==> config.mk <==
export PLATFORM = sky130hd
export DESIGN_NAME = gsdp_queue
export DESIGN_NICKNAME = d
export VERILOG_FILES = /design/src/rtl/gsdp_pkg.sv /design/src/rtl/gsdp_queue.sv
export SDC_FILE = /design/constraint.sdc
export NUM_CORES = 1
export LEC_CHECK = 0
export BUFFER_PORTS_ARGS = -buffer_cell sky130_fd_sc_hd__buf_2
export CORE_MARGIN = 2
export CORE_UTILIZATION = 40
export CTS_CLUSTER_DIAMETER = 40
export DETAILED_ROUTE_END_ITERATION = 10
export PLACE_DENSITY = 0.6
export SLEW_MARGIN = 10
export SYNTH_ARGS = -nofsm -noshare
export SYNTH_HDL_FRONTEND = slang
export SYNTH_SLANG_ARGS = --single-unit
==> constraint.sdc <==
create_clock -name clk -period 3.7 [get_ports clk]
set_input_delay 0.74 -clock clk [delete_from_list [all_inputs] [get_ports clk]]
set_output_delay 0.74 -clock clk [all_outputs]
set_load 0.005 [all_outputs]
==> src/rtl/gsdp_pkg.sv <==
`timescale 1ns / 1ps
// shared types and constants for the group scaled int8 dot product block
// no dependencies
package gsdp_pkg;

	localparam int GROUP_SIZE = 64;
	localparam int LANES      = 4;
	localparam int MAX_LANES  = 4;

	// group dot must hold GROUP_SIZE * 128 * 128 with a sign bit
	localparam int DOT_W    = $clog2(GROUP_SIZE * 16384 + 1) + 1;
	localparam int PROD_W   = 16;
	localparam int LSUM_W   = PROD_W + 2;
	localparam int ACT_W    = 32;
	localparam int HALF_W   = 16;
	localparam int MANT_W   = 11;
	localparam int SUM_W    = 64;
	localparam int P1_W     = DOT_W + ACT_W;
	localparam int MAG_W    = P1_W + MANT_W;
	localparam int LSH_MAX  = 13;
	localparam int TERM_W   = MAG_W + 1 + LSH_MAX + 1;

	// half float fields
	localparam logic [4:0] EXP_SPECIAL = 5'd31;
	localparam logic [4:0] EXP_ZERO    = 5'd0;
	localparam logic [4:0] EXP_SUB     = 5'd1;
	localparam logic [4:0] RSH_BASE    = 5'd30;

	// close queue
	localparam int CQ_DEPTH = 4;
	localparam int CQ_AW    = $clog2(CQ_DEPTH);

	localparam logic signed [SUM_W-1:0] SUM_MAX = {1'b0, {(SUM_W-1){1'b1}}};
	localparam logic signed [SUM_W-1:0] SUM_MIN = {1'b1, {(SUM_W-1){1'b0}}};

	// one closed group handed from front to back
	typedef struct packed {
		logic signed [DOT_W-1:0] dot;
		logic [ACT_W-1:0]        act_scale;
		logic [HALF_W-1:0]       half;
		logic                    oend;
	} cls_t;

endpackage

==> src/rtl/gsdp_queue.sv <==
`timescale 1ns / 1ps
// short queue of closed groups between front and back
// depends on gsdp_pkg
module gsdp_queue (
	input  logic           clk,
	input  logic           arst_n,
	input  logic           wr_en,
	input  gsdp_pkg::cls_t wr_word,
	output logic           q_full,
	output logic           q_empty,
	input  logic           rd_en,
	output gsdp_pkg::cls_t rd_word
);
	import gsdp_pkg::*;

	cls_t             mem_q [CQ_DEPTH];
	logic [CQ_AW-1:0] wr_ptr_q;
	logic [CQ_AW-1:0] rd_ptr_q;
	logic [CQ_AW:0]   cnt_q;
	logic             do_wr;
	logic             do_rd;

	assign q_full  = (cnt_q == (CQ_AW+1)'(CQ_DEPTH));
	assign q_empty = (cnt_q == '0);
	assign do_wr   = wr_en & ~q_full;
	assign do_rd   = rd_en & ~q_empty;
	assign rd_word = mem_q[rd_ptr_q];

	always_ff @(posedge clk) begin
		if (do_wr) begin
			mem_q[wr_ptr_q] <= wr_word;
		end
	end

	always_ff @(posedge clk or negedge arst_n) begin
		if (!arst_n) begin
			wr_ptr_q <= '0;
			rd_ptr_q <= '0;
			cnt_q    <= '0;
		end else begin
			if (do_wr) begin
				wr_ptr_q <= wr_ptr_q + 1'b1;
			end
			if (do_rd) begin
				rd_ptr_q <= rd_ptr_q + 1'b1;
			end
			case ({do_wr, do_rd})
				2'b10:   cnt_q <= cnt_q + 1'b1;
				2'b01:   cnt_q <= cnt_q - 1'b1;
				default: cnt_q <= cnt_q;
			endcase
		end
	end

endmodule

==> impl_metrics.py <==
metrics = {
    "grt": {
        "antenna_found_initial": 3,
        "grt_pass1_vias": 5445,
        "overflow": 0,
        "grt_start_max_net_pins": 46,
        "grt_pass1_wl_um": 30200,
        "grt_use_total_pct": 14.0,
    },
    "critical_path": {
        "cp.required_ns": 2.96,
        "crit_arrival_ns": 2.24,
        "worstReg2RegStart": "cnt_q[2]",
        "cp-end-kind": "output port",
        "rrSetupSlack_ns": 1.54,
        "setup.worst_path.start": "rd_ptr_q[0]",
        "crit_type": "reg -> out",
        "start_kind": "flip-flop",
        "crit_fanout": 27,
    },
    "timing": {
        "clock.fmax_ghz": 0.336,
        "setup_viol": 0,
        "hold_viol": 0,
        "skew_ns": 0.00999,
        "fin_crit_ns": 2.98,
        "slew_viol_final": 0,
        "fin_crit_sh_pct": 80.5,
        "rsz0062_at_grt": "no",
        "tns_ns": 0,
        "relSlewSlack_pct": 51.9,
        "tightest_slew_ns": 0.722,
    },
    "synthesis": {
        "yosysTopAreaCell": "edfxtp_1",
        "synth-seq-cells": 291,
        "synth-edff-count": 284,
        "yosys-top-cells-area": "edfxtp_1 79%, mux4_2 15%, dfrtp_1 1.6%, buf_12 1.3%, ha_1 0.58%",
        "seq_area_frac_synth_pct": 81.0,
        "ys_warn_count": 0,
        "synth_nets": 489,
        "synth_cell_types": 21,
        "syn_area_mm2": 0.0107,
        "netlist.area_leader.share_pct": 79.4,
        "synthCells": 408,
        "synthTopCellsByCount": "284 x edfxtp_1, 70 x mux4_2, 8 x buf_2, 7 x buf_12, 7 x dfrtp_1",
        "synthArstFlopShare_pct": 2.41,
        "synthFlopType": "edfxtp_1",
        "synth_most_common_cell": "edfxtp_1",
        "syn_avg_cell_area_um2": 26.3,
    },
    "detailed_routing": {
        "ant_nets": 0,
        "detail_route.first_pass.iterations": 4,
        "wl_um": 19300,
        "drtIter0Drc": 316,
        "vias": 4855,
        "post_drt_wl_per_cell_um": 20.1,
        "drcViolationCount": 0,
        "via_per_inst": 5.04,
    },
    "finish": {
        "drive_gt1_share_pct": 48.3,
        "multi_input_area_mm2": 0.00184,
        "fillers": 2063,
        "syn_to_final_growth_pct": 23.3,
        "seq_area_mm2": 0.00871,
        "nets": 676,
    },
    "clock_tree": {
        "root_buffer": "clkbuf_16",
        "post-cts-setup-buffers": 0,
        "clockBufferDepth": 3,
        "cts-resized-gates": 0,
        "cts_htree_levels": 2,
        "clock_sinks": 291,
        "numCtsBuffers": 40,
        "clock_latency_ns": 0.50,
        "path_clk_slew_ns": 0.05,
        "cts_tree": "built",
        "postCtsHoldBufs": 0,
    },
    "floorplanning": {
        "dieHeight_um": 168,
        "dieWidth_um": 168,
        "fp-row-count": 59,
        "core_area_mm2": 0.0262,
        "ios": 148,
        "die-area_mm2": 0.0282,
        "start_util_pct": 41.0,
    },
    "power_and_ir_drop": {
        "cellLeakagePower_nw": 4.59,
        "power_w": 0.0111,
        "power-per-cell-area_mw_per_mm2": 835,
        "ir_drop_v": 0.000522,
    },
    "status": {
        "status": "finished, final reports clean",
    },
    "flow_run": {
        "drv_cap": 0,
    },
    "placed_design": {
        "gp_congestion": 0.669,
        "place_hpwl_um": 11700,
        "place.port_buffers": 147,
    },
    "hold_path": {
        "hold_class": "in -> async",
    },
}
==> registers in the layout, summed over array words and instances, names as in the netlist <==
name / count
mem_q: 284
cnt_q: 3
rd_ptr_q: 2
wr_ptr_q: 2
==> report_power, final <==
part           switching [W]  leakage (nW)  internal, W
sequential          0.000325          2.68      0.00436
clock                0.00132         0.646      0.00244
combinational        0.00124          1.26      0.00138
total                0.00288          4.59      0.00818
==> stage by stage <==
| step | instances | utilization (%) | setup WS (ns) | hold WS [ns] | cell area (um^2) |
|---|---|---|---|---|---|
| after floorplan | 408 | - | 0.586 | 0.444 | 10700 |
| after global placement | 888 | 45.4 | 1.16 | 0.492 | 11900 |
| after detailed placement | 888 | 45.4 | 1.18 | 0.513 | 11900 |
| after CTS | 960 | 50.5 | 0.635 | 0.0480 | 13200 |
| after global routing | 960 | 50.5 | 0.560 | 0.0551 | 13200 |
| final | 963 | 50.5 | 0.723 | 0.0678 | 13200 |
==> layout make-up <==
cell class              count  share of cell area, %
clock inverters            28                   2.33
inverters                   6                  0.170
flip-flops and latches    291                   65.8
repair buffers            161                   6.82
clock buffers              44                   7.83
diodes                      3                 0.0567
multi-input cells          95                   13.9
well taps                 335                   3.16
==> worst max-delay path, cell delays in order (launching register included) <==
cell     delay, ns
dfrtp_4       0.68
buf_12        0.29
mux4_1        0.59
buf_2         0.15
==> placed cells by master (no fill, tap or decap) <==
| cell type | Yosys | routed |
|---|---|---|
| mux2i_1 | 1 | 1 |
| nor2b_2 | 1 | 1 |
| dfrtp_4 | 0 | 2 |
| nor3_1 | 1 | 1 |
| o31a_1 | 1 | 1 |
| ha_1 | 5 | 5 |
| nand2_1 | 1 | 1 |
| fa_1 | 1 | 1 |
| buf_4 | 0 | 9 |
| inv_1 | 6 | 6 |
| and2_4 | 0 | 4 |
| clkinv_1 | 0 | 7 |
| xnor2_1 | 3 | 3 |
| inv_6 | 0 | 2 |
| clkbuf_16 | 0 | 41 |
| mux2_2 | 1 | 1 |
| mux4_2 | 70 | 70 |
| buf_2 | 8 | 147 |
| clkbuf_1 | 0 | 3 |
| buf_12 | 7 | 5 |
| edfxtp_1 | 284 | 284 |
| xor2_1 | 3 | 3 |
| diode_2 | 0 | 3 |
| dfrtp_1 | 7 | 5 |
| mux4_1 | 1 | 1 |
| clkinvlp_4 | 0 | 5 |
| clkinv_4 | 0 | 2 |
| nor2_1 | 1 | 1 |
| nor3b_2 | 1 | 1 |
| clkinv_2 | 0 | 6 |
| bufinv_16 | 0 | 6 |
==> metal layers <==
metal	track usage, %	vias up	wire length, um
met1	17.2	2550	7870
met4	4.23	0	334
met5	0	-	0
met2	24.0	136	9920
met3	4.23	30	1190
li1	-	2139	-
==> final timing paths <==
path | end | depth (start not counted)
setup / recovery | rd_word[70] | 3
hold / removal | cnt_q[1] | 1
setup reg to reg | mem_q[0][48] | 4
hold reg to reg | cnt_q[2] | 1
max in group asynchronous | rd_ptr_q[1] | 1
min in group clk | mem_q[2][43] | 1
==> kinds of logic (layout without fill, tap and decap cells) <==
group,after synthesis,after routing,share of synthesized area [%]
DFF,291,291,81.0
and+or+nand+nor,9,9,0.547
xor gates and xnor gates,6,6,0.489
AOI/OAI and AO/OA,1,1,0.0815
adders and majority gates,6,6,0.769
other,0,3,0
muxes,73,73,15.1
buffers and inverters,22,239,1.99
(Power assumes the default switching activity.)
