<file path="src/rtl/gsdp_pkg.sv">
`timescale 1ns / 1ps
// shared types and constants for the group scaled int8 dot product block
// no dependencies
package gsdp_pkg;

	localparam int GROUP_SIZE = 64;
	localparam int LANES      = 4;
	localparam int MAX_LANES  = 4;

	// group dot must hold GROUP_SIZE * 128 * 128 with a sign bit
	localparam int DOT_W    = $clog2(GROUP_SIZE * 16384 + 1) + 1;
	localparam int PROD_W   = 16;
	localparam int LSUM_W   = PROD_W + 2;
	localparam int ACT_W    = 32;
	localparam int HALF_W   = 16;
	localparam int MANT_W   = 11;
	localparam int SUM_W    = 64;
	localparam int P1_W     = DOT_W + ACT_W;
	localparam int MAG_W    = P1_W + MANT_W;
	localparam int LSH_MAX  = 13;
	localparam int TERM_W   = MAG_W + 1 + LSH_MAX + 1;

	// half float fields
	localparam logic [4:0] EXP_SPECIAL = 5'd31;
	localparam logic [4:0] EXP_ZERO    = 5'd0;
	localparam logic [4:0] EXP_SUB     = 5'd1;
	localparam logic [4:0] RSH_BASE    = 5'd30;

	// close queue
	localparam int CQ_DEPTH = 4;
	localparam int CQ_AW    = $clog2(CQ_DEPTH);

	localparam logic signed [SUM_W-1:0] SUM_MAX = {1'b0, {(SUM_W-1){1'b1}}};
	localparam logic signed [SUM_W-1:0] SUM_MIN = {1'b1, {(SUM_W-1){1'b0}}};

	// one closed group handed from front to back
	typedef struct packed {
		logic signed [DOT_W-1:0] dot;
		logic [ACT_W-1:0]        act_scale;
		logic [HALF_W-1:0]       half;
		logic                    oend;
	} cls_t;

endpackage

</file>
<file path="src/rtl/gsdp_back.sv">
`timescale 1ns / 1ps
// back end: scale decode, two multiplies, shift, saturating add, result register
// depends on gsdp_pkg
module gsdp_back (
	input  logic                          clk,
	input  logic                          arst_n,
	input  logic                          q_empty,
	input  gsdp_pkg::cls_t                q_word,
	output logic                          q_pop,
	output logic                          empty,
	input  logic                          pop,
	output logic signed [gsdp_pkg::SUM_W-1:0] sum_fixed,
	output logic                          overflow,
	output logic                          bad_scale
);
	import gsdp_pkg::*;

	localparam logic [1:0] ST_IDLE  = 2'd0;
	localparam logic [1:0] ST_MUL   = 2'd1;
	localparam logic [1:0] ST_SHIFT = 2'd2;
	localparam logic [1:0] ST_ADD   = 2'd3;

	logic [1:0]               state_q;
	logic [P1_W-1:0]          prod1_q;
	logic [MAG_W-1:0]         mag_q;
	logic [MANT_W-1:0]        mant_q;
	logic [4:0]               rsh_q;
	logic                     neg_q;
	logic                     oend_q;
	logic                     bad_q;
	logic signed [TERM_W-1:0] term_q;
	logic signed [SUM_W-1:0]  sum_q;
	logic                     ovf_seen_q;
	logic                     bad_seen_q;
	logic                     out_valid_q;
	logic signed [SUM_W-1:0]  out_sum_q;
	logic                     out_ovf_q;
	logic                     out_bad_q;

	logic [DOT_W-1:0]         dot_abs;
	logic [4:0]               expo;
	logic [4:0]               exp_eff;
	logic signed [MAG_W:0]    sval;
	logic signed [TERM_W-1:0] sval_ext;
	logic signed [TERM_W-1:0] total;
	logic                     fits;
	logic signed [SUM_W-1:0]  new_sum;
	logic                     new_ovf;
	logic                     new_bad;
	logic                     add_go;

	assign q_pop = (state_q == ST_IDLE) & ~q_empty;

	// decode of the head word
	assign dot_abs = q_word.dot[DOT_W-1] ? DOT_W'(-q_word.dot) : DOT_W'(q_word.dot);
	assign expo    = q_word.half[14:10];
	// subnormal scales use exponent one without the hidden bit
	assign exp_eff = (expo == EXP_ZERO) ? EXP_SUB : expo;

	// signed term, pre-shifted left by the largest left shift, then floor right shift
	assign sval     = neg_q ? -$signed({1'b0, mag_q}) : $signed({1'b0, mag_q});
	assign sval_ext = {sval[MAG_W], sval, {LSH_MAX{1'b0}}};

	assign total = $signed({{(TERM_W-SUM_W){sum_q[SUM_W-1]}}, sum_q}) + term_q;
	assign fits  = (&total[TERM_W-1:SUM_W-1]) | ~(|total[TERM_W-1:SUM_W-1]);

	always_comb begin
		new_sum = sum_q;
		new_ovf = ovf_seen_q;
		new_bad = bad_seen_q | bad_q;
		if (!bad_q) begin
			if (fits) begin
				new_sum = total[SUM_W-1:0];
			end else begin
				new_sum = total[TERM_W-1] ? SUM_MIN : SUM_MAX;
				new_ovf = 1'b1;
			end
		end
	end

	assign add_go = (state_q == ST_ADD) & (~oend_q | ~out_valid_q | pop);

	always_ff @(posedge clk) begin
		if (q_pop) begin
			prod1_q <= P1_W'(dot_abs) * P1_W'(q_word.act_scale);
			mant_q  <= (expo == EXP_ZERO) ? {1'b0, q_word.half[9:0]}
			                              : {1'b1, q_word.half[9:0]};
			rsh_q   <= RSH_BASE - exp_eff;
			neg_q   <= q_word.half[15] ^ q_word.dot[DOT_W-1];
			oend_q  <= q_word.oend;
			bad_q   <= (expo == EXP_SPECIAL);
		end
		if (state_q == ST_MUL) begin
			mag_q <= MAG_W'(prod1_q) * MAG_W'(mant_q);
		end
		if (state_q == ST_SHIFT) begin
			term_q <= sval_ext >>> rsh_q;
		end
		if (add_go && oend_q) begin
			out_sum_q <= new_sum;
			out_ovf_q <= new_ovf;
			out_bad_q <= new_bad;
		end
	end

	always_ff @(posedge clk or negedge arst_n) begin
		if (!arst_n) begin
			state_q     <= ST_IDLE;
			sum_q       <= '0;
			ovf_seen_q  <= 1'b0;
			bad_seen_q  <= 1'b0;
			out_valid_q <= 1'b0;
		end else begin
			case (state_q)
				ST_IDLE: begin
					if (q_pop) begin
						state_q <= ST_MUL;
					end
				end
				ST_MUL:   state_q <= ST_SHIFT;
				ST_SHIFT: state_q <= ST_ADD;
				ST_ADD: begin
					if (add_go) begin
						state_q <= ST_IDLE;
					end
				end
				default: state_q <= ST_IDLE;
			endcase

			if (add_go) begin
				if (oend_q) begin
					sum_q      <= '0;
					ovf_seen_q <= 1'b0;
					bad_seen_q <= 1'b0;
				end else begin
					sum_q      <= new_sum;
					ovf_seen_q <= new_ovf;
					bad_seen_q <= new_bad;
				end
			end

			if (add_go && oend_q) begin
				out_valid_q <= 1'b1;
			end else if (pop) begin
				out_valid_q <= 1'b0;
			end
		end
	end

	assign empty     = ~out_valid_q;
	assign sum_fixed = out_sum_q;
	assign overflow  = out_ovf_q;
	assign bad_scale = out_bad_q;

endmodule

</file>
<file path="config.mk">
export PLATFORM = sky130hd
export DESIGN_NAME = gsdp_back
export DESIGN_NICKNAME = d
export VERILOG_FILES = /design/src/rtl/gsdp_pkg.sv /design/src/rtl/gsdp_back.sv
export SDC_FILE = /design/constraint.sdc
export NUM_CORES = 2
export LEC_CHECK = 0
export BUFFER_PORTS_ARGS = -buffer_cell sky130_fd_sc_hd__buf_2
export CAP_MARGIN = 25
export CORE_UTILIZATION = 40
export CTS_CLUSTER_DIAMETER = 30
export DETAILED_ROUTE_END_ITERATION = 10
export SLEW_MARGIN = 20
export SYNTH_ARGS = -nofsm -noshare
export SYNTH_HDL_FRONTEND = slang
export SYNTH_SLANG_ARGS = --single-unit
</file>
<file path="constraint.sdc">
create_clock -name clk -period 11.6 [get_ports clk]
set_input_delay 0.58 -clock clk [delete_from_list [all_inputs] [get_ports clk]]
set_output_delay 0.58 -clock clk [all_outputs]
set_load 0.05 [all_outputs]
</file>
==> reports/results.tsv <==
metric	value	unit
grt.overflow.total	0	
cp-end-kind	flip-flop	
yosysMostFrequentCell	nand2_1	
first_pass_iters	7	
grt_first_pass_wirelength	285000	µm
grt_max_degree	85	
grt_setup_unrepaired	no	
max_freq	0.106	GHz
htree_levels	3	
path_max_fanout	35	
cts_buffers	69	
yosys.area.top_type_share	33.9	%
cts.path.max_buffers	3	
place_inst	8808	
dp_hpwl	140000	µm
async_flop_share	19.6	%
root_buffer	clkbuf_16	
worst_ep_arrival_time	9820	ps
vias_per_cell	5.45	
grt_util_all_layers	22.7	%
ant_nets	0	
final_cells	8938	
outcome	finished, final reports clean	
place_congestion	0.910	
cts-resized-gates	0	
routedWlPerCell	19.8	µm
drcViolationCount	0	
yosys-top-cells-count	nand2_1 (1265), fa_1 (1065), inv_1 (907)	
hold_path_class	input pin to flip-flop	
netlist-cell-type-count	105	
clkSinkCount	352	
portBuffers	142	
fin_nets	8322	
start_util	40.3	%
cap_violations	0	
ys_seq_area_share	16.2	%
die_h	399	µm
synth_area_per_cell	9.02	µm²
crit_top_cell	fa_1	
syn_nets	8474	
io_pins	143	
critPathMaxStageDelay	620	ps
first_iter_violations	3359	
synth.area.top_cells	fa_1 (34%), edfxtp_1 (14%), nand2_1 (7.5%)	
synth_seq_cells	352	
cp-start-kind	input pin	
vias	48700	
worstMarginPinSlew	1040	ps
syn-cell-area	62900	µm²
area_delta_synth_final	7.46	%
num_rows	145	
skew	46.6	ps
finalSetupTns	0	ps
slowest_stage	buf_2	
drv_slew	0	
clk_latency	670	ps
finalWorstSetupSlack	2190	ps
synth_ff_type	edfxtp_1	
fin_crit	9410	ps
synth_edf_count	283	
cts_tree	done	
cp.required	12010	ps
final_layout_size_suffix_gt1_share	6.44	%
post_dp_cell_area	65200	µm²
clkSlewWorstSetupHoldPaths	50	ps
die_w	399	µm
synth_top_cell_by_area	fa_1	
wl	177000	µm
netlist_instances	6976	
dieArea	159000	µm²
setup-violations-final	0	
finalHoldViolCount	0	
place_ws	1610	ps
yosysWarningCount	0	
core	156000	µm²
fin_area	67600	µm²
grt_pass1_vias	50700	
path_class	input pin to flip-flop	
max_slew_margin	30.7	%
grt_antenna_before_repair	0	
timing.final.crit_share	81.1	%
[path summary, 6_finish.rpt]
check                           startpoint          end  slack (ps)  cells after the start
worst max-delay path            q_word[49]  prod1_q[53]        2190                     33
worst min-delay path             q_word[4]    mant_q[3]         120                      1
worst max register to register   mant_q[2]    mag_q[58]        4260                     21
worst min register to register   sum_q[61]    sum_q[61]         510                      2
max in group asynchronous           arst_n    sum_q[55]       10220                      3
min in group asynchronous           arst_n    sum_q[10]         330                      2
[critical path, delay by kind of cell]
kind,cells,cell delay [ps]
AOI/OAI and AO/OA,11,3080
xor gates and xnor gates,2,500
adders and majority gates,9,3950
buffers and inverters,8,1360
and+or+nand+nor,3,280
[sequential cells by signal, indices dropped and copies added (netlist names)]
signal and cells:
prod1_q 54, term_q 79, oend_q 1, bad_scale 1, mant_q 11, state_q 2, overflow 1, ovf_seen_q 1
bad_seen_q 1, mag_q 65, out_valid_q 1, rsh_q 5, sum_q 64, neg_q 1, sum_fixed 64, bad_q 1
[final cells by class]
cell class	count	area [µm²]
fill	15300	88600
multi-input combinational	5283	47800
sequential	352	10200
inverter	911	3420
tap	2058	2570
clock buffer	75	1760
timing repair buffer	207	1210
clock inverter	51	626
antenna	1	2.50
[per-layer routing]
metal  wire [µm]  GRT usage (%)  part of all wire (%)  vias up
met4        5430           7.13                   3.1        0
li1            -              -                     -    22300
met1       75500           29.7                    43    24700
met3        9870           3.07                   5.6      274
met2       86500           38.9                    49     1465
met5           0              0                     0        -
[through the flow]
step           util (%)  hold WS (ps)
6_report           43.3           120
5_1_grt            43.3          94.2
4_1_cts            43.3          69.8
3_5_place_dp       41.7           465
3_3_place_gp       41.7           463
2_1_floorplan         -           284
[timing repair]
item / in CTS / in global routing
hold endpoints to repair: 16 / 0
hold buffers: 1 / 0
setup endpoints to repair: 0 / 0
setup buffers: 0 / 0
[kinds of logic (layout without fill, tap and decap cells)]
group | after synthesis | in the layout | share of synthesized area [%]
AO/OA/AOI/OAI | 1128 | 1128 | 11.6
adder cells (fa/ha/maj) | 1423 | 1423 | 41.0
multiplexers | 161 | 161 | 2.63
AND/OR/NAND/NOR | 2315 | 2315 | 16.8
buffers and inverters | 1341 | 1244 | 8.13
flip-flops | 352 | 352 | 16.2
XOR/XNOR | 256 | 256 | 3.57
other | 0 | 1 | 0
[cell usage in the layout, fill, tap and decap left out, types with 37 or more instances in the layout]
master,count
dfrtp_1,69
mux2i_1,141
o21bai_1,41
inv_1,907
fa_1,1065
clkbuf_16,69
xnor2_1,129
o21ai_0,214
a21o_1,87
buf_2,141
buf_4,63
xor2_1,107
and2_1,372
o31ai_1,47
nand2b_1,39
a211oi_1,93
ha_1,356
a21oi_1,334
nand4_1,54
nand2_1,1265
nor3_1,63
or3_1,37
nand3_1,63
o21a_1,39
edfxtp_1,283
o21ai_1,42
nor2_1,277
Power is left out: the tool's default activity adds up to more than one toggle a clock period on the data nets, which glitch-free logic cannot reach.
