## src/rtl/gsdp_pkg.sv

```systemverilog
`timescale 1ns / 1ps
// shared types and constants for the group scaled int8 dot product block
// no dependencies
package gsdp_pkg;

	localparam int GROUP_SIZE = 64;
	localparam int LANES      = 4;
	localparam int MAX_LANES  = 4;

	// group dot must hold GROUP_SIZE * 128 * 128 with a sign bit
	localparam int DOT_W    = $clog2(GROUP_SIZE * 16384 + 1) + 1;
	localparam int PROD_W   = 16;
	localparam int LSUM_W   = PROD_W + 2;
	localparam int ACT_W    = 32;
	localparam int HALF_W   = 16;
	localparam int MANT_W   = 11;
	localparam int SUM_W    = 64;
	localparam int P1_W     = DOT_W + ACT_W;
	localparam int MAG_W    = P1_W + MANT_W;
	localparam int LSH_MAX  = 13;
	localparam int TERM_W   = MAG_W + 1 + LSH_MAX + 1;

	// half float fields
	localparam logic [4:0] EXP_SPECIAL = 5'd31;
	localparam logic [4:0] EXP_ZERO    = 5'd0;
	localparam logic [4:0] EXP_SUB     = 5'd1;
	localparam logic [4:0] RSH_BASE    = 5'd30;

	// close queue
	localparam int CQ_DEPTH = 4;
	localparam int CQ_AW    = $clog2(CQ_DEPTH);

	localparam logic signed [SUM_W-1:0] SUM_MAX = {1'b0, {(SUM_W-1){1'b1}}};
	localparam logic signed [SUM_W-1:0] SUM_MIN = {1'b1, {(SUM_W-1){1'b0}}};

	// one closed group handed from front to back
	typedef struct packed {
		logic signed [DOT_W-1:0] dot;
		logic [ACT_W-1:0]        act_scale;
		logic [HALF_W-1:0]       half;
		logic                    oend;
	} cls_t;

endpackage

```

## src/rtl/gsdp_front.sv

```systemverilog
`timescale 1ns / 1ps
// front end: lane products, group dot accumulation, group close hand-off
// depends on gsdp_pkg
module gsdp_front (
	input  logic                     clk,
	input  logic                     arst_n,
	input  logic                     accept,
	input  logic signed [7:0]        act_a,
	input  logic signed [7:0]        act_b,
	input  logic signed [7:0]        act_c,
	input  logic signed [7:0]        act_d,
	input  logic signed [7:0]        wgt_a,
	input  logic signed [7:0]        wgt_b,
	input  logic signed [7:0]        wgt_c,
	input  logic signed [7:0]        wgt_d,
	input  logic [31:0]              act_scale,
	input  logic [15:0]              wgt_scale_half,
	input  logic                     group_end,
	input  logic                     output_end,
	output logic                     cls_push,
	output gsdp_pkg::cls_t           cls_word
);
	import gsdp_pkg::*;

	logic signed [7:0]        act_v [MAX_LANES];
	logic signed [7:0]        wgt_v [MAX_LANES];
	logic signed [LSUM_W-1:0] lane_sum;
	logic signed [DOT_W-1:0]  dot_next;
	logic signed [DOT_W-1:0]  group_dot_q;

	assign act_v[0] = act_a;
	assign act_v[1] = act_b;
	assign act_v[2] = act_c;
	assign act_v[3] = act_d;
	assign wgt_v[0] = wgt_a;
	assign wgt_v[1] = wgt_b;
	assign wgt_v[2] = wgt_c;
	assign wgt_v[3] = wgt_d;

	always_comb begin
		lane_sum = '0;
		for (int i = 0; i < LANES; i++) begin
			lane_sum = lane_sum + LSUM_W'(act_v[i] * wgt_v[i]);
		end
	end

	// wraps modulo 2^DOT_W
	assign dot_next = group_dot_q + DOT_W'(lane_sum);

	assign cls_push           = accept & (group_end | output_end);
	assign cls_word.dot       = dot_next;
	assign cls_word.act_scale = act_scale;
	assign cls_word.half      = wgt_scale_half;
	assign cls_word.oend      = output_end;

	always_ff @(posedge clk or negedge arst_n) begin
		if (!arst_n) begin
			group_dot_q <= '0;
		end else if (accept) begin
			group_dot_q <= (group_end | output_end) ? '0 : dot_next;
		end
	end

endmodule

```

## config.mk

```make
export PLATFORM = sky130hd
export DESIGN_NAME = gsdp_front
export DESIGN_NICKNAME = d
export VERILOG_FILES = /design/src/rtl/gsdp_pkg.sv /design/src/rtl/gsdp_front.sv
export SDC_FILE = /design/constraint.sdc
export NUM_CORES = 1
export LEC_CHECK = 0
export BUFFER_PORTS_ARGS = -buffer_cell sky130_fd_sc_hd__buf_4
export CAP_MARGIN = 0
export CORE_MARGIN = 3
export CORE_UTILIZATION = 60
export DETAILED_ROUTE_END_ITERATION = 6
export PLACE_DENSITY = 0.83
export SLEW_MARGIN = 15
export SYNTH_ARGS = -nofsm -noshare
export SYNTH_HDL_FRONTEND = slang
export SYNTH_SLANG_ARGS = --single-unit
```

## constraint.sdc

```tcl
create_clock -name clk -period 23.7 [get_ports clk]
set_input_delay 3.555 -clock clk [delete_from_list [all_inputs] [get_ports clk]]
set_output_delay 3.555 -clock clk [all_outputs]
set_load 0.02 [all_outputs]
```

==> results of run 1 <==
[stage by stage]
step	std cells	instance area [um^2]	hold WS (ns)	utilization, %
2_1_floorplan	1396	13700	0.473	-
3_3_place_gp	1709	14400	0.493	64.8
3_5_place_dp	1709	14400	0.497	64.8
4_1_cts	1712	14400	0.517	65.2
5_1_grt	1712	14400	0.536	65.2
6_report	1712	14400	0.516	65.2
[placed cells by master, fill, tap and decap left out, drive strengths merged, types with 10 or more instances in the layout]
| master | count |
|---|---|
| inv | 430 |
| dfrtp | 22 |
| ha | 105 |
| a21oi | 13 |
| nand2b | 15 |
| o21ai | 19 |
| xor2 | 12 |
| and2 | 101 |
| nand2 | 143 |
| xnor2 | 17 |
| fa | 378 |
| nor2b | 13 |
| nor2 | 10 |
| buf | 93 |
[logic make-up (layout without fill, tap and decap cells)]
group                    Yosys count  after routing
AO/OA/AOI/OAI                     74             74
AND/OR/NAND/NOR                  297            297
adder cells (fa/ha/maj)          483            483
multiplexers                       1              1
flip-flops                        22             22
XOR/XNOR                          29             29
buffers and inverters            490            526
[cell type report]
| cell class | count | area share, % |
|---|---|---|
| Clock buffer | 3 | 0.520 |
| Inverter | 430 | 11.2 |
| Multi-Input combinational cell | 884 | 77.2 |
| Sequential cell | 22 | 3.81 |
| Tap cell | 280 | 2.43 |
| Timing Repair Buffer | 93 | 4.83 |
[path summary, 6_finish.rpt]
kind                            depth (start not counted)                           to  slack (ns)                        start
worst min register to register                          1  group_dot_q[10]$_DFFE_PN0P_        0.52  group_dot_q[10]$_DFFE_PN0P_
max in group asynchronous                               1   group_dot_q[3]$_DFFE_PN0P_       20.27                       arst_n
min in group asynchronous                               1  group_dot_q[21]$_DFFE_PN0P_        3.18                       arst_n
worst max register to register                         21  group_dot_q[21]$_DFFE_PN0P_       16.96   group_dot_q[6]$_DFFE_PN0P_
worst min-delay path                                    1  group_dot_q[10]$_DFFE_PN0P_        0.52  group_dot_q[10]$_DFFE_PN0P_
worst max-delay path                                   25                 cls_word[68]        9.43                     act_a[7]
[per-layer routing]
layer | vias to the layer above | routed length [um]
met4 | 0 | 1120
met3 | 83 | 1780
met5 | - | 0
met1 | 4671 | 10200
met2 | 333 | 15400
li1 | 4015 | -
[critical path: cells and delay by family]
kind / cells / cell delay (ns)
adder cells (fa/ha/maj): 9 / 4.39
AO/OA/AOI/OAI: 3 / 0.72
buffers and inverters: 9 / 0.82
XOR/XNOR: 1 / 0.22
AND/OR/NAND/NOR: 3 / 0.99
==> metrics.txt, run 1 <==
Top FF cell, synth=dfrtp_1; syn nets=between 1.5k and 2k; synth warn=0; Netlist cell types=50; post-place setup slack=between 9 and 10 ns; final setup margin=roughly 9.4 ns; Most flops, register=group_dot_q; clk slew on worst S/H paths=roughly 0.06 ns; Hold WC Path Type=flip-flop to flip-flop; vias in the first global route=about 10k; Total Wirelength=between 20,000 and 30,000 um; vias after detailed routing=9,102; RePlAce Congestion=0.874; mux share of post-synthesis cell area=0.0820%; wire per inst=16.6 um; Nets=around 2.0k; CP arrival=10.71 ns; top cell type's share of synthesized area=a little under three fifths; PortBufs=just over 90; postcts setup bufs=0; met2 Use GR=between 40 and 50%; # rows=54; # diodes=0; unrepaired setup endpoints after global routing=false; hold buffer count at cts=0; P&R area growth vs syn=5.12%; die width=roughly 160 um; fmax=between 70 and 80 MHz; biggest regs=group_dot_q: 22 flops; CP required=just over 20 ns; IO Pins=189; # DRC=0; Slew Viols, Final=0; worst-skew pair later-pin latency=~0.26 ns; Pre-antenna DRT Iters=5; share of synthesized cell area in and, or, nand and nor gates=between 10% and 20%; synth cell count leaders=inv_1, fa_1, nand2_1; Post-synth EDFFs=0; Largest register FFs=22; critical path peak fanout=14; Slew @ Worst Pin=between 0.8 and 0.9 ns; CTS tree=done; Filler cells=approximately 1.7k; setup_tns=0 ns; die area=between 20,000 and 25,000 um^2; Slew HR=44.8%; CTS Buf Count=3; largest area contributor in the netlist=fa_1; DR iter-0 viols=496; Crit Path Class=primary input to output port; Hold Vio Cnt, Final=0; post-synthesis compound-gate area fraction=under 10%; Reg area=551 um^2; post-CTS sizing=0; Tmin final=14.27 ns; Synth Area in XOR/XNOR=~1.8%; H-tree depth=1; Yosys reg bits=22; final setup fails=0; Crit path top cell by count=fa_1; Crit. End Element=output port; share of layout cells above drive strength 1=7.40%; Multi-input gate area=~11,000 um^2; count of maximum capacitance violations=0; GRT Total Usage=about a quarter; CP max stage cell=nand2_1; busiest grt layer=met2; Core Area=22,200 um^2; register area share after synthesis=4.01%; fin crit share=about 60%; Worst Skew=between 0.0015 and 0.002 ns; Post-Syn Area=approximately 14,000 um^2; initial core utilization=62.0%; Post-DP HPWL=26,000 um; vias per inst=between 5 and 6; remaining global-route overflow=0; largest net degree at the start of global routing=23; Mapped Avg Cell Area=between 9 and 10 um^2; first-pass GRT wire length=between 40,000 and 50,000 um; combinational family with the most area after synthesis=adder cells; cell with the most instances after synthesis=inv_1; Sink Count=22; post-route ant nets=0; Post-Syn Instances=approximately 1.4k; asr flop ratio synth=100%; Area contributors post-synth=fa_1, inv_1, ha_1; status=completed; Chip Height=roughly 160 um; Root Driver=clkbuf_16; routing usage on met3=under 10%; max incr delay on CP=between 0.6 and 0.7 ns; startpoint types=primary input; initial antenna violation count=0; adder-cell area share of the yosys netlist=around 65%; clk buf depth=2; met1 usage=31.9%
Power of run 1 is left out: the tool's default activity adds up to more than one toggle a clock period on the data nets, which glitch-free logic cannot reach.
==> run 2: changes to the inputs <==
--- a/config.mk
+++ b/config.mk
@@ -8,9 +8,9 @@
 export BUFFER_PORTS_ARGS = -buffer_cell sky130_fd_sc_hd__buf_4
 export CAP_MARGIN = 0
 export CORE_MARGIN = 3
-export CORE_UTILIZATION = 60
+export CORE_UTILIZATION = 55
 export DETAILED_ROUTE_END_ITERATION = 6
-export PLACE_DENSITY = 0.83
+export PLACE_DENSITY = 0.8
 export SLEW_MARGIN = 15
 export SYNTH_ARGS = -nofsm -noshare
 export SYNTH_HDL_FRONTEND = slang
==> constraint.sdc (replaced) <==
create_clock -name clk -period 11.75 [get_ports clk]
set_input_delay 1.7625 -clock clk [delete_from_list [all_inputs] [get_ports clk]]
set_output_delay 1.7625 -clock clk [all_outputs]
set_load 0.02 [all_outputs]
==> run 2 against run 1 <==
Final cell count rose by 2.7%. Worst setup slack worse by 8.3 ns. Utilization shrank 5.8 points. Non-clock buffer count grew 1. Sequential share of layout area is essentially flat. Worst hold slack better by 0.0018 ns. Via count is 1.0% higher. Clock skew up 0.0010 ns. Global-route usage down 1.2 points. Sequential cell count unchanged. Design area up 0.53%. Die area increased by 8.7%. Critical endpoint is now cls_word[66]. Largest cell class unchanged.
==> metrics.txt, run 2 (same netlist as run 1, synthesis figures left out) <==
status=completed; vias after detailed routing=9,196 (+1.0%); RePlAce Congestion=0.901 (+3.1%); most frequent cells in the layout=inv_1, fa_1, nand2_1, ha_1, and2_1; biggest regs=group_dot_q: 22 flops; clk slew on worst S/H paths=0.06 ns (about the same); GRT Total Usage=24.1% (-1.2 points); PortBufs=92 (unchanged); IO Pins=189 (unchanged); Slew @ Worst Pin=0.645 ns (-0.180 ns); vias per inst=5.23 (-1.6%); worst-skew pair later-pin latency=0.27 ns (about the same); first-pass GRT wire length=50,600 um (+3.2%); CTS tree=done; unrepaired setup endpoints after global routing=false; post-route ant nets=0 (unchanged); CP required=9.99 ns (-10.16 ns); Crit. End Element=output port; # DRC=0 (unchanged); Slew HR=56.9% (+12 points); Tmin final=about 11 ns; Nets=2,035 (+0.049%); die width=164 um (+4.3%); initial core utilization=56.2% (-5.8 points); share of layout cells above drive strength 1=7.53% (+0.13 points); Filler cells=2,019 (+17%); die area=26,900 um^2 (+8.7%); hold buffer count at cts=0 (unchanged); count of maximum capacitance violations=0 (unchanged); Total Wirelength=29,400 um (+3.3%); postcts setup bufs=0 (unchanged); clk buf depth=2 (unchanged); Hold WC Path Type=flip-flop to flip-flop; startpoint types=primary input; CP arrival=8.89 ns (-1.82 ns); Root Driver=clkbuf_16; post-CTS sizing=0 (unchanged); # rows=57 (+5.6%); DR iter-0 viols=594 (+20%); Sink Count=22 (unchanged); # diodes=0 (unchanged); Multi-input gate area=11,200 um^2 (unchanged); vias in the first global route=10.5k (+2.6%); Hold Crit Depth=1 (unchanged); Post-DP HPWL=26,900 um (+3.5%); setup_tns=0 ns (unchanged); fmax=93.9 MHz; CTS Buf Count=3 (unchanged); Core Area=24,500 um^2 (+10%); Largest register FFs=22 (unchanged); wire per inst=16.7 um (+0.61%); largest net degree at the start of global routing=23 (unchanged); final setup fails=0 (unchanged); FF-to-FF path depth=21 (unchanged); Most flops, register=group_dot_q; fin crit share=90.7%; critical path peak fanout=13 (-1); commonest non-fill, non-tap cell in the layout=inv_1; P&R area growth vs syn=5.67%; Crit Path Class=primary input to output port; Worst Skew=0.00275 ns (+0.00101 ns); Hold Vio Cnt, Final=0 (unchanged); remaining global-route overflow=0 (unchanged); Chip Height=164 um (+4.3%); initial antenna violation count=0 (unchanged); Slew Viols, Final=0 (unchanged); H-tree depth=1 (unchanged); Pre-antenna DRT Iters=6 (+1); Reg area=551 um^2 (unchanged)
run 2: cell count changes in the layout (fill, tap and decap cells not counted), sizes merged:
cell	previous run	this run
clkbuf	3	4
buf	93	94
run 2: per-layer routing:
metal / vias up / wire, um / global-route usage [%]
met2: 354 / 15700 / 42.7
met1: 4735 / 10500 / 29.9
met3: 87 / 1850 / 3.18
li1: 4020 / - / -
met5: - / 0 / 0
met4: 0 / 1410 / 9.80
run 2: path summary, 6_finish.rpt:
kind / slack [ns] / end / startpoint
worst max-delay path: 1.10 / cls_word[66] / act_a[7]
min in group asynchronous: 1.38 / group_dot_q[18]$_DFFE_PN0P_ / arst_n
max in group asynchronous: 10.13 / group_dot_q[4]$_DFFE_PN0P_ / arst_n
worst min-delay path: 0.52 / group_dot_q[17]$_DFFE_PN0P_ / group_dot_q[17]$_DFFE_PN0P_
worst min register to register: 0.52 / group_dot_q[17]$_DFFE_PN0P_ / group_dot_q[17]$_DFFE_PN0P_
worst max register to register: 4.89 / group_dot_q[21]$_DFFE_PN0P_ / group_dot_q[6]$_DFFE_PN0P_
run 2: through the flow:
stage | util (%) | std cells | hold slack (ns) | setup WS (ns) | area [um^2]
global route | 59.3 | 1758 | 0.525 | 0.740 | 14500
finish | 59.3 | 1758 | 0.518 | 1.10 | 14500
CTS | 59.3 | 1758 | 0.518 | 1.13 | 14500
detailed placement | 59.0 | 1754 | 0.497 | 1.20 | 14400
floorplan | - | 1396 | 0.473 | 1.71 | 13700
global placement | 59.0 | 1754 | 0.495 | 1.39 | 14400
run 2: area by class of cell:
type / instances / area share [%]
multi-input combinational: 884 / 76.8
inverter: 430 / 11.1
timing repair buffer: 94 / 4.86
sequential: 22 / 3.79
tap: 324 / 2.79
clock buffer: 4 / 0.612
run 2: critical path: stages:
cell and delay, ns:
buf_4 0.14, and2_1 0.17, inv_1 0.48, fa_1 0.56, fa_1 0.57, fa_1 0.44, fa_1 0.55, inv_1 0.06
fa_1 0.53, inv_1 0.07, fa_1 0.56, fa_1 0.44, fa_1 0.49, inv_1 0.04, ha_1 0.34, a21oi_1 0.39
o211ai_1 0.32, a211oi_1 0.41, a21oi_1 0.14, xor2_1 0.22, buf_4 0.19
Power of run 2 is left out for the same reason.
